--- config.mk ---
export PLATFORM = sky130hd
export DESIGN_NAME = six_channel_moving_average
export DESIGN_NICKNAME = d
export VERILOG_FILES = /design/src/hdl/scma_pkg.sv /design/src/hdl/six_channel_moving_average.sv
export SDC_FILE = /design/constraint.sdc
export NUM_CORES = 2
export LEC_CHECK = 0
export BUFFER_PORTS_ARGS = -buffer_cell sky130_fd_sc_hd__buf_2
export CORE_ASPECT_RATIO = 0.9
export CORE_MARGIN = 5
export CORE_UTILIZATION = 37
export CTS_CLUSTER_SIZE = 12
export DETAILED_ROUTE_END_ITERATION = 6
export PLACE_DENSITY = 0.53
export SLEW_MARGIN = 20
export SYNTH_ARGS = -nofsm -noshare
export SYNTH_HDL_FRONTEND = slang
export SYNTH_SLANG_ARGS = --single-unit
export TNS_END_PERCENT = 50
--- constraint.sdc ---
create_clock -name aclk -period 15.2 [get_ports aclk]
set_input_delay 4.56 -clock aclk [delete_from_list [all_inputs] [get_ports aclk]]
set_output_delay 4.56 -clock aclk [all_outputs]
set_load 0.005 [all_outputs]
--- src/hdl/scma_pkg.sv ---
package scma_pkg;

    localparam int SAMPLE_BITS = 16;
    localparam int CHANNELS    = 6;
    localparam int WS_BITS     = 4;

    localparam logic [WS_BITS-1:0] RESET_WINDOW = 4'd5;

    typedef logic [SAMPLE_BITS-1:0] sample_t;
    typedef sample_t [CHANNELS-1:0] sample_vec_t;

    typedef struct packed {
        sample_t voltage_a;
        sample_t voltage_b;
        sample_t voltage_c;
        sample_t current_a;
        sample_t current_b;
        sample_t current_c;
    } sample_in_t;

    typedef struct packed {
        sample_t mean_voltage_a;
        sample_t mean_voltage_b;
        sample_t mean_voltage_c;
        sample_t mean_current_a;
        sample_t mean_current_b;
        sample_t mean_current_c;
    } mean_out_t;

    typedef enum logic [2:0] {
        ST_IDLE,
        ST_READ,
        ST_DRAIN,
        ST_DIV,
        ST_DONE
    } state_t;

endpackage

--- src/hdl/six_channel_moving_average.sv ---
// Six-channel moving average of phase voltage and current samples.
// Input channel s_valid/s_ready/s_word carries one word of six unsigned
// samples; it is written into a window ring at the shared write position.
// Result channel m_valid/m_ready/m_word carries the six rounded means of
// the stored entries (warm-up: only the entries written so far).
// Config channel cfg_valid/cfg_ready/cfg_window_size sets the window size;
// values of 0 or above MAX_WINDOW are ignored. cfg_ready is always high.
// After an input word is accepted, the block reads the N averaged entries
// (at most MAX_WINDOW) from the ring, one ring read per cycle, into the
// sums, drains the read register, and runs a restoring divider over the
// S-bit sums (S is 20 bits at the default MAX_WINDOW of 10), which produces
// one quotient bit per cycle; then it loads the result. No new word is taken
// until the result is loaded into the output register.
// Reset (aresetn low, synchronous) empties the window, sets the write
// position to zero and the window size to 5.
// A stalled receiver holds the result in the output register; the block
// still takes and works on the next word, then waits before delivering it.
module six_channel_moving_average #(
    parameter int MAX_WINDOW = 10
) (
    input  logic                                aclk,
    input  logic                                aresetn,
    input  logic                                s_valid,
    output logic                                s_ready,
    input  scma_pkg::sample_in_t                s_word,
    output logic                                m_valid,
    input  logic                                m_ready,
    output scma_pkg::mean_out_t                 m_word,
    input  logic                                cfg_valid,
    output logic                                cfg_ready,
    input  logic [scma_pkg::WS_BITS-1:0]        cfg_window_size
);
    import scma_pkg::*;

    localparam int AW        = (MAX_WINDOW > 1) ? $clog2(MAX_WINDOW) : 1;
    localparam int CNT_BITS  = $clog2(MAX_WINDOW + 1);
    localparam int CW        = (CNT_BITS > WS_BITS) ? CNT_BITS : WS_BITS;
    localparam int SUM_BITS  = SAMPLE_BITS + CNT_BITS;
    localparam int STEP_BITS = $clog2(SUM_BITS);

    state_t state_reg, state_next;

    logic [WS_BITS-1:0]   ws_reg;
    logic [CW-1:0]        pos_reg;
    logic                 full_reg;

    sample_in_t           mem [MAX_WINDOW];
    logic [MAX_WINDOW-1:0] vld_reg;
    sample_in_t           rd_data_reg;
    logic                 rd_vld_reg;
    logic                 rd_pend_reg;
    logic [AW-1:0]        rd_idx_reg;
    logic [AW-1:0]        last_idx_reg;

    logic [CW-1:0]        div_reg;
    logic [SUM_BITS-1:0]  sum_reg [CHANNELS];
    logic [CW-1:0]        rem_reg [CHANNELS];
    logic [STEP_BITS-1:0] step_reg;

    mean_out_t            m_word_reg;
    logic                 m_valid_reg;

    // control
    logic                 accept;
    logic                 issue;
    logic                 div_en;
    logic                 load_out;
    logic                 cfg_ok;

    // write position and count for the incoming word
    logic [AW-1:0]        wr_addr;
    logic [CW-1:0]        pos_inc;
    logic [CW-1:0]        ws_ext;
    logic                 pos_wrap;
    logic [CW-1:0]        count;
    logic [CW-1:0]        nread;

    // datapath
    sample_vec_t          rd_sample;
    sample_vec_t          quot;
    logic [CW:0]          trial    [CHANNELS];
    logic                 ge       [CHANNELS];
    logic [CW-1:0]        rem_next [CHANNELS];
    logic [SUM_BITS-1:0]  sum_next [CHANNELS];

    assign cfg_ready = 1'b1;
    assign cfg_ok    = cfg_valid && (cfg_window_size != '0)
                       && (CW'(cfg_window_size) <= CW'(MAX_WINDOW));

    always_comb begin
        wr_addr  = (pos_reg >= CW'(MAX_WINDOW)) ? '0 : pos_reg[AW-1:0];
        pos_inc  = CW'(wr_addr) + CW'(1);
        ws_ext   = CW'(ws_reg);
        pos_wrap = pos_inc >= ws_ext;
        count    = (full_reg || pos_wrap) ? ws_ext : pos_inc;
        nread    = (count > CW'(MAX_WINDOW)) ? CW'(MAX_WINDOW) : count;
    end

    // next state
    always_comb begin
        state_next = state_reg;
        unique case (state_reg)
            ST_IDLE: begin
                if (s_valid) begin
                    state_next = ST_READ;
                end
            end
            ST_READ: begin
                if (rd_idx_reg == last_idx_reg) begin
                    state_next = ST_DRAIN;
                end
            end
            ST_DRAIN: begin
                state_next = ST_DIV;
            end
            ST_DIV: begin
                if (step_reg == '0) begin
                    state_next = ST_DONE;
                end
            end
            ST_DONE: begin
                if (!m_valid_reg || m_ready) begin
                    state_next = ST_IDLE;
                end
            end
            default: begin
                state_next = ST_IDLE;
            end
        endcase
    end

    // state outputs
    always_comb begin
        s_ready  = 1'b0;
        issue    = 1'b0;
        div_en   = 1'b0;
        load_out = 1'b0;
        unique case (state_reg)
            ST_IDLE:  s_ready  = 1'b1;
            ST_READ:  issue    = 1'b1;
            ST_DRAIN: ;
            ST_DIV:   div_en   = 1'b1;
            ST_DONE:  load_out = !m_valid_reg || m_ready;
            default:  ;
        endcase
    end

    assign accept = s_valid && s_ready;

    always_ff @(posedge aclk) begin
        if (!aresetn) begin
            state_reg   <= ST_IDLE;
            ws_reg      <= RESET_WINDOW;
            pos_reg     <= '0;
            full_reg    <= 1'b0;
            vld_reg     <= '0;
            rd_pend_reg <= 1'b0;
            m_valid_reg <= 1'b0;
        end else begin
            state_reg   <= state_next;
            rd_pend_reg <= issue;
            if (cfg_ok) begin
                ws_reg <= cfg_window_size;
            end
            if (accept) begin
                pos_reg           <= pos_wrap ? '0 : pos_inc;
                full_reg          <= full_reg || pos_wrap;
                vld_reg[wr_addr]  <= 1'b1;
            end
            if (load_out) begin
                m_valid_reg <= 1'b1;
            end else if (m_ready) begin
                m_valid_reg <= 1'b0;
            end
        end
    end

    // window ring
    always_ff @(posedge aclk) begin
        if (accept) begin
            mem[wr_addr] <= s_word;
        end
        rd_data_reg <= mem[rd_idx_reg];
        rd_vld_reg  <= vld_reg[rd_idx_reg];
    end

    assign rd_sample = sample_vec_t'(rd_data_reg);

    // one restoring division step per channel
    always_comb begin
        for (int ch = 0; ch < CHANNELS; ch++) begin
            trial[ch]    = {rem_reg[ch], sum_reg[ch][SUM_BITS-1]};
            ge[ch]       = trial[ch] >= {1'b0, div_reg};
            rem_next[ch] = ge[ch] ? CW'(trial[ch] - {1'b0, div_reg}) : trial[ch][CW-1:0];
            sum_next[ch] = {sum_reg[ch][SUM_BITS-2:0], ge[ch]};
            quot[ch]     = sum_reg[ch][SAMPLE_BITS-1:0];
        end
    end

    always_ff @(posedge aclk) begin
        if (accept) begin
            rd_idx_reg   <= '0;
            last_idx_reg <= AW'(nread - CW'(1));
            div_reg      <= count;
            step_reg     <= STEP_BITS'(SUM_BITS - 1);
        end else begin
            if (issue) begin
                rd_idx_reg <= rd_idx_reg + AW'(1);
            end
            if (div_en) begin
                step_reg <= step_reg - STEP_BITS'(1);
            end
        end
        for (int ch = 0; ch < CHANNELS; ch++) begin
            if (accept) begin
                // rounding offset of half the divisor
                sum_reg[ch] <= SUM_BITS'(count >> 1);
                rem_reg[ch] <= '0;
            end else if (rd_pend_reg) begin
                sum_reg[ch] <= sum_reg[ch]
                               + (rd_vld_reg ? SUM_BITS'(rd_sample[ch]) : '0);
            end else if (div_en) begin
                sum_reg[ch] <= sum_next[ch];
                rem_reg[ch] <= rem_next[ch];
            end
        end
        if (load_out) begin
            m_word_reg <= mean_out_t'(quot);
        end
    end

    assign m_valid = m_valid_reg;
    assign m_word  = m_word_reg;

endmodule

# After elaboration in Yosys (flattened, before gate mapping)
# Memory sizes are Yosys's and may differ from the RTL's. A register that Yosys moved wholly into a read port is not among the register bits.
# Index checks and enable logic that the tools add are counted.
dict set report classes {
  n_eq_ne 9
  n_mux 58
  reduce_logical 12
  bitwise_logic 19
  n_lt_le_gt_ge 13
  n_addsub 16
}
# op count
set ops {}
lappend ops {{two-way mux 20 bit} 12}
lappend ops {{adder 20 x 16 -> 20 bit} 6}
lappend ops {{two-way mux 16 bit} 6}
lappend ops {{two-way mux 4 bit} 16}
lappend ops {{greater-or-equal comparator 5 x 4 -> 1 bit} 6}
lappend ops {{subtractor 4 bit} 6}
lappend ops {{OR 1 bit} 18}
lappend ops {{two-way mux 1 bit} 17}
lappend ops {{one-hot mux 3 bit (5 select lines)} 1}
lappend ops {{two-way mux 3 bit} 4}
lappend ops {{< comparator 4 x 5 -> 1 bit, second input constant} 2}
lappend ops {{OR 10 bit} 1}
lappend ops {{adder 4 x 1 -> 4 bit, second input constant} 2}
lappend ops {{!= test 2 bit, second input constant} 4}
lappend ops {{equality test 3 x 2 -> 1 bit, second input constant} 2}
lappend ops {{zero test 5 bit} 1}
lappend ops {{subtractor 5 x 1 -> 5 bit, second input constant} 1}
lappend ops {{binary-select mux 1 bit (select 4 bit)} 1}
lappend ops {{demux 1 bit (select 4 bit)} 1}
lappend ops {{equality test 4 bit} 1}
lappend ops {{greater-or-equal comparator 4 x 1 -> 1 bit, second input constant} 1}
lappend ops {{greater-or-equal comparator 4 bit} 1}
lappend ops {{greater-or-equal comparator 4 bit, second input constant} 1}
lappend ops {{greater-than comparator 4 bit, second input constant} 1}
lappend ops {{other kinds (11)} 15}
dict set report word_totals {
  register_bits 138
  memories 3
  elab_cells 148
  mem_bits_rw 1104
}
# memory depth width read_ports rd_clocked_by_memory_dff write_ports line
set memory_table {}
lappend memory_table {mem 10 96 1 1 1 six_channel_moving_average.sv:47} ;# sample_in_t mem [MAX_WINDOW];
lappend memory_table {sum_reg 6 20 6 0 6 six_channel_moving_average.sv:56} ;# logic [SUM_BITS-1:0] sum_reg [CHANNELS];
lappend memory_table {rem_reg 6 4 6 0 6 six_channel_moving_average.sv:57} ;# logic [CW-1:0] rem_reg [CHANNELS];

# Depth between registers and ports, before layout
dict set report depth {
  depth_word 9
  mapped_depth 16
  ltp_nobuf 15
}

# Least setup slack after synthesis
# OpenSTA, ideal clock, no wires.
dict set report synth_path {
  kind {input-to-reg}
  from {input s_valid}
  to {memory mem[4][0] (netlist bit) (enable)}
  stages 4
  n_path_buf 0
  setup_slack_ps 3095
  required_ps 14529
  arrival_time_ps 11434
  setup_ps 671
  cell_sequence {nand2_1 -> inv_1 -> nand2_1 -> nor3_1}
}
dict set report synth_via {
  elab_chain_len 3
}
# element line
set synth_rtl {}
lappend synth_rtl {{start, declared} six_channel_moving_average.sv:23} ;# input logic s_valid,
lappend synth_rtl {{logical AND 1 bit} six_channel_moving_average.sv:148} ;# assign accept = s_valid && s_ready;
lappend synth_rtl {{two-way mux 1 bit} six_channel_moving_average.sv:180} ;# if (accept) begin
lappend synth_rtl {{two-way mux 1 bit (not written as such)} six_channel_moving_average.sv:181} ;# mem[wr_addr] <= s_word;
lappend synth_rtl {{end, declared} six_channel_moving_average.sv:47}
# Every way passes these cells.

# Final worst setup path
dict set report layout_path {
  from {input s_valid}
  to {memory mem[4][55] (netlist bit) (enable)}
}
# The elaborated chain is that of the path after synthesis.

==> impl_metrics.sql <==
INSERT INTO impl_metrics (metric_group, metric, value, unit) VALUES
('status', 'run_status', 'finished, final reports clean', ''),
('sta', 'timing.max_slew.rel_slack', '26.16', '%'),
('route', 'post_drt_via_cell_ratio', '5.247', ''),
('global_routing', 'grt_antenna_before_repair', '39', ''),
('cts', 'cts.sinks', '1338', ''),
('logic_synthesis', 'yosys.cell_count.top_type', 'sky130_fd_sc_hd__edfxtp_1', ''),
('route', 'drt_iter0_drc', '2475', ''),
('sta', 'total_negative_setup_slack', '0', 'ps'),
('route', 'drt_first_pass_iters', '5', ''),
('power', 'peakVddDrop', '121.8', 'uV'),
('power', 'power_density', '179.4', 'mW/mm2'),
('logic_synthesis', 'syn-cell-area', '0.05523', 'mm2'),
('logic_synthesis', 'synth_async_sr_flop_share', '0', '%'),
('route', 'drtAntennaViolNets', '0', ''),
('final_layout', 'final_cell_area', '0.06332', 'mm2'),
('hold_path', 'min_path_type', 'reg2reg', ''),
('floorplanning', 'dieArea', '0.1571', 'mm2'),
('logic_synthesis', 'synth_edf_count', '1208', ''),
('cts', 'tritoncts.num_buffers', '145', ''),
('worst_setup_path', 'crit_required', '15580', 'ps'),
('floorplanning', 'number_of_rows_created_at_floorplan', '134', ''),
('placed_design', 'place_hpwl', '85610', 'um'),
('worst_setup_path', 'r2r-start', 'rd_vld_reg', ''),
('cts', 'cts_hold_buffers', '0', ''),
('floorplanning', 'die_ht', '376.5', 'um'),
('global_routing', 'grt_usage', '17.51', '%'),
('sta', 'report.final.hold_viol_count', '0', ''),
('route', 'route.vias.total', '29880', ''),
('logic_synthesis', 'synthTopCellsByArea', 'sky130_fd_sc_hd__edfxtp_1 66%, sky130_fd_sc_hd__mux4_2 7.9%, sky130_fd_sc_hd__dfxtp_1 4.7%, sky130_fd_sc_hd__ha_1 2.9%, sky130_fd_sc_hd__mux2i_1 1.8%', ''),
('logic_synthesis', 'yosys.area.top_type_share', '65.68', '%'),
('worst_setup_path', 'worstSetupPathType', 'in2reg', ''),
('sta', 'grt_setup_unrepaired', 'no', ''),
('worst_setup_path', 'ff2ff_setup_slack', '10760', 'ps'),
('final_layout', 'final_nets', '3835', ''),
('power', 'power.static_leakage', '0.02125', 'uW'),
('final_layout', 'layout_area_overhead', '14.64', '%'),
('job', 'number_of_maximum_capacitance_constraint_violations', '0', ''),
('cts', 'cts_setup_buffers', '0', ''),
('worst_setup_path', 'worst_setup_path_start_kind', 'primary input', ''),
('logic_synthesis', 'post_synth.cell_area_avg', '16.43', 'um2'),
('worst_setup_path', 'critPathCaptureType', 'flop', ''),
('logic_synthesis', 'yosysUniqueCellTypes', '72', ''),
('sta', 'actual_slew_at_the_worst_max_slew_pin', '1108', 'ps'),
('global_routing', 'grt_start_max_net_pins', '98', ''),
('sta', 'report.final.setup_viol', '0', ''),
('cts', 'count_of_h_tree_levels_built_during_cts', '4', ''),
('sta', 'maxSlewViolCount', '0', ''),
('route', 'remaining_drc_errors', '0', ''),
('route', 'wl_cell', '24.38', 'um'),
('worst_setup_path', 'cp-startpoint', 's_valid', ''),
('logic_synthesis', 'synth.yosys.warnings', '0', ''),
('logic_synthesis', 'leading_area_contributor_after_synthesis', 'sky130_fd_sc_hd__edfxtp_1', ''),
('sta', 'period_minus_slack', '7182', 'ps'),
('sta', 'max_clock_freq', '0.1392', 'GHz'),
('cts', 'clock_path_buffers', '3', ''),
('logic_synthesis', 'netlist_top_cells_count', '1,208 x sky130_fd_sc_hd__edfxtp_1, 194 x sky130_fd_sc_hd__mux4_2, 180 x sky130_fd_sc_hd__a21oi_1', ''),
('floorplanning', 'io-pin-count', '204', ''),
('global_routing', 'grt_remaining_overflow', '0', ''),
('final_layout', 'flip_flop_count_of_the_largest_register_after_layout', '960', ''),
('logic_synthesis', 'synth_flop_cell', 'sky130_fd_sc_hd__edfxtp_1', ''),
('global_routing', 'grt_pass1_wl', '204500', 'um'),
('floorplanning', 'core_region_area', '0.1484', 'mm2'),
('cts', 'cts_root_buf', 'sky130_fd_sc_hd__clkbuf_16', ''),
('hold_path', 'startpoint_of_the_tightest_hold_check_path', 'vld_reg[9]', ''),
('logic_synthesis', 'syn-num-nets', '3607', ''),
('logic_synthesis', 'synth_cells', '3362', ''),
('route', 'total_detailed_routing_wirelength', '138800', 'um'),
('global_routing', 'number_of_global_route_vias_before_repair', '29850', ''),
('placed_design', 'portBuffers', '202', ''),
('placed_design', 'placed_cell_area', '0.05849', 'mm2'),
('sta', 'timing.final.crit_share', '47.25', '%');
[per-layer routing]
| metal | routed length, um | global-route usage (%) | vias up |
|---|---|---|---|
| li1 | - | - | 13650 |
| met1 | 64270 | 25.04 | 15300 |
| met2 | 63390 | 27.22 | 726 |
| met3 | 7314 | 3.626 | 198 |
| met4 | 3795 | 5.083 | 10 |
| met5 | 70 | 0 | - |
[cell families (layout without fill, tap and decap cells)]
kind of cell             Yosys count  count (layout)  share of synthesized area, %
AO/OA/AOI/OAI                    632             632                         7.421
XOR/XNOR                          98              98                         1.554
multiplexers                     295             295                         9.741
adder cells (fa/ha/maj)          140             140                         3.335
flip-flops                      1338            1338                         70.39
buffers and inverters            223             566                         1.608
other                              1              19                      0.006790
AND/OR/NAND/NOR                  635             635                         5.944
[power by group]
group / switching [uW] / internal (uW) / leakage, uW
Combinational: 1610 / 1220 / 0.00680
Sequential: 410 / 4620 / 0.0122
Clock: 1500 / 2010 / 0.00228
[cells in the final DEF (no fill, tap or decap), drive strengths merged, types with 33 or more instances in the layout]
cell type and instances:
a211oi 108, a21oi 180, and2 101, buf 241, clkbuf 214, dfxtp 130
edfxtp 1208, ha 128, inv 67, mux2i 101, mux4 194, nand2 162
nor2 109, nor2b 125, o21a 33, o21ai 143, xnor2 51, xor2 47
[worst paths after layout]
check / cells after the start / to
worst max-delay path: 8 / mem[4][55]
worst min-delay path: 1 / vld_reg[9]
worst max register to register: 13 / sum_reg[1][18]
worst min register to register: 1 / vld_reg[9]
[per-stage QoR]
| step | power [uW] | cells | utilization, % | hold WS, ps | setup WS, ps |
|---|---|---|---|---|---|
| after floorplan | 6986 | 3362 | - | 433.4 | 3095 |
| after global placement | 7951 | 5415 | 39.42 | 440.3 | 7197 |
| after detailed placement | 7964 | 5415 | 39.42 | 451.9 | 7191 |
| after CTS | 11510 | 5677 | 42.64 | 466.8 | 8051 |
| after global routing | 11970 | 5683 | 42.65 | 479.4 | 7843 |
| final | 11360 | 5695 | 42.67 | 463.4 | 8018 |
[worst max-delay path: stages]
cell and delay, ps:
sky130_fd_sc_hd__buf_2 90, sky130_fd_sc_hd__nand2_1 50, sky130_fd_sc_hd__buf_4 220, sky130_fd_sc_hd__inv_1 640
sky130_fd_sc_hd__nand2_1 250, sky130_fd_sc_hd__nor3_2 170, sky130_fd_sc_hd__buf_4 630, sky130_fd_sc_hd__buf_4 830
[layout make-up]
type	count	area, um2
clock inverter	48	784.5
multi-input combinational	1801	15550
antenna	18	45.04
tap	1972	2467
inverter	63	236.5
sequential	1338	38900
clock buffer	214	3998
fill	13200	85060
timing repair buffer	241	1341
No activity file was read; power rests on OpenSTA's default activity.
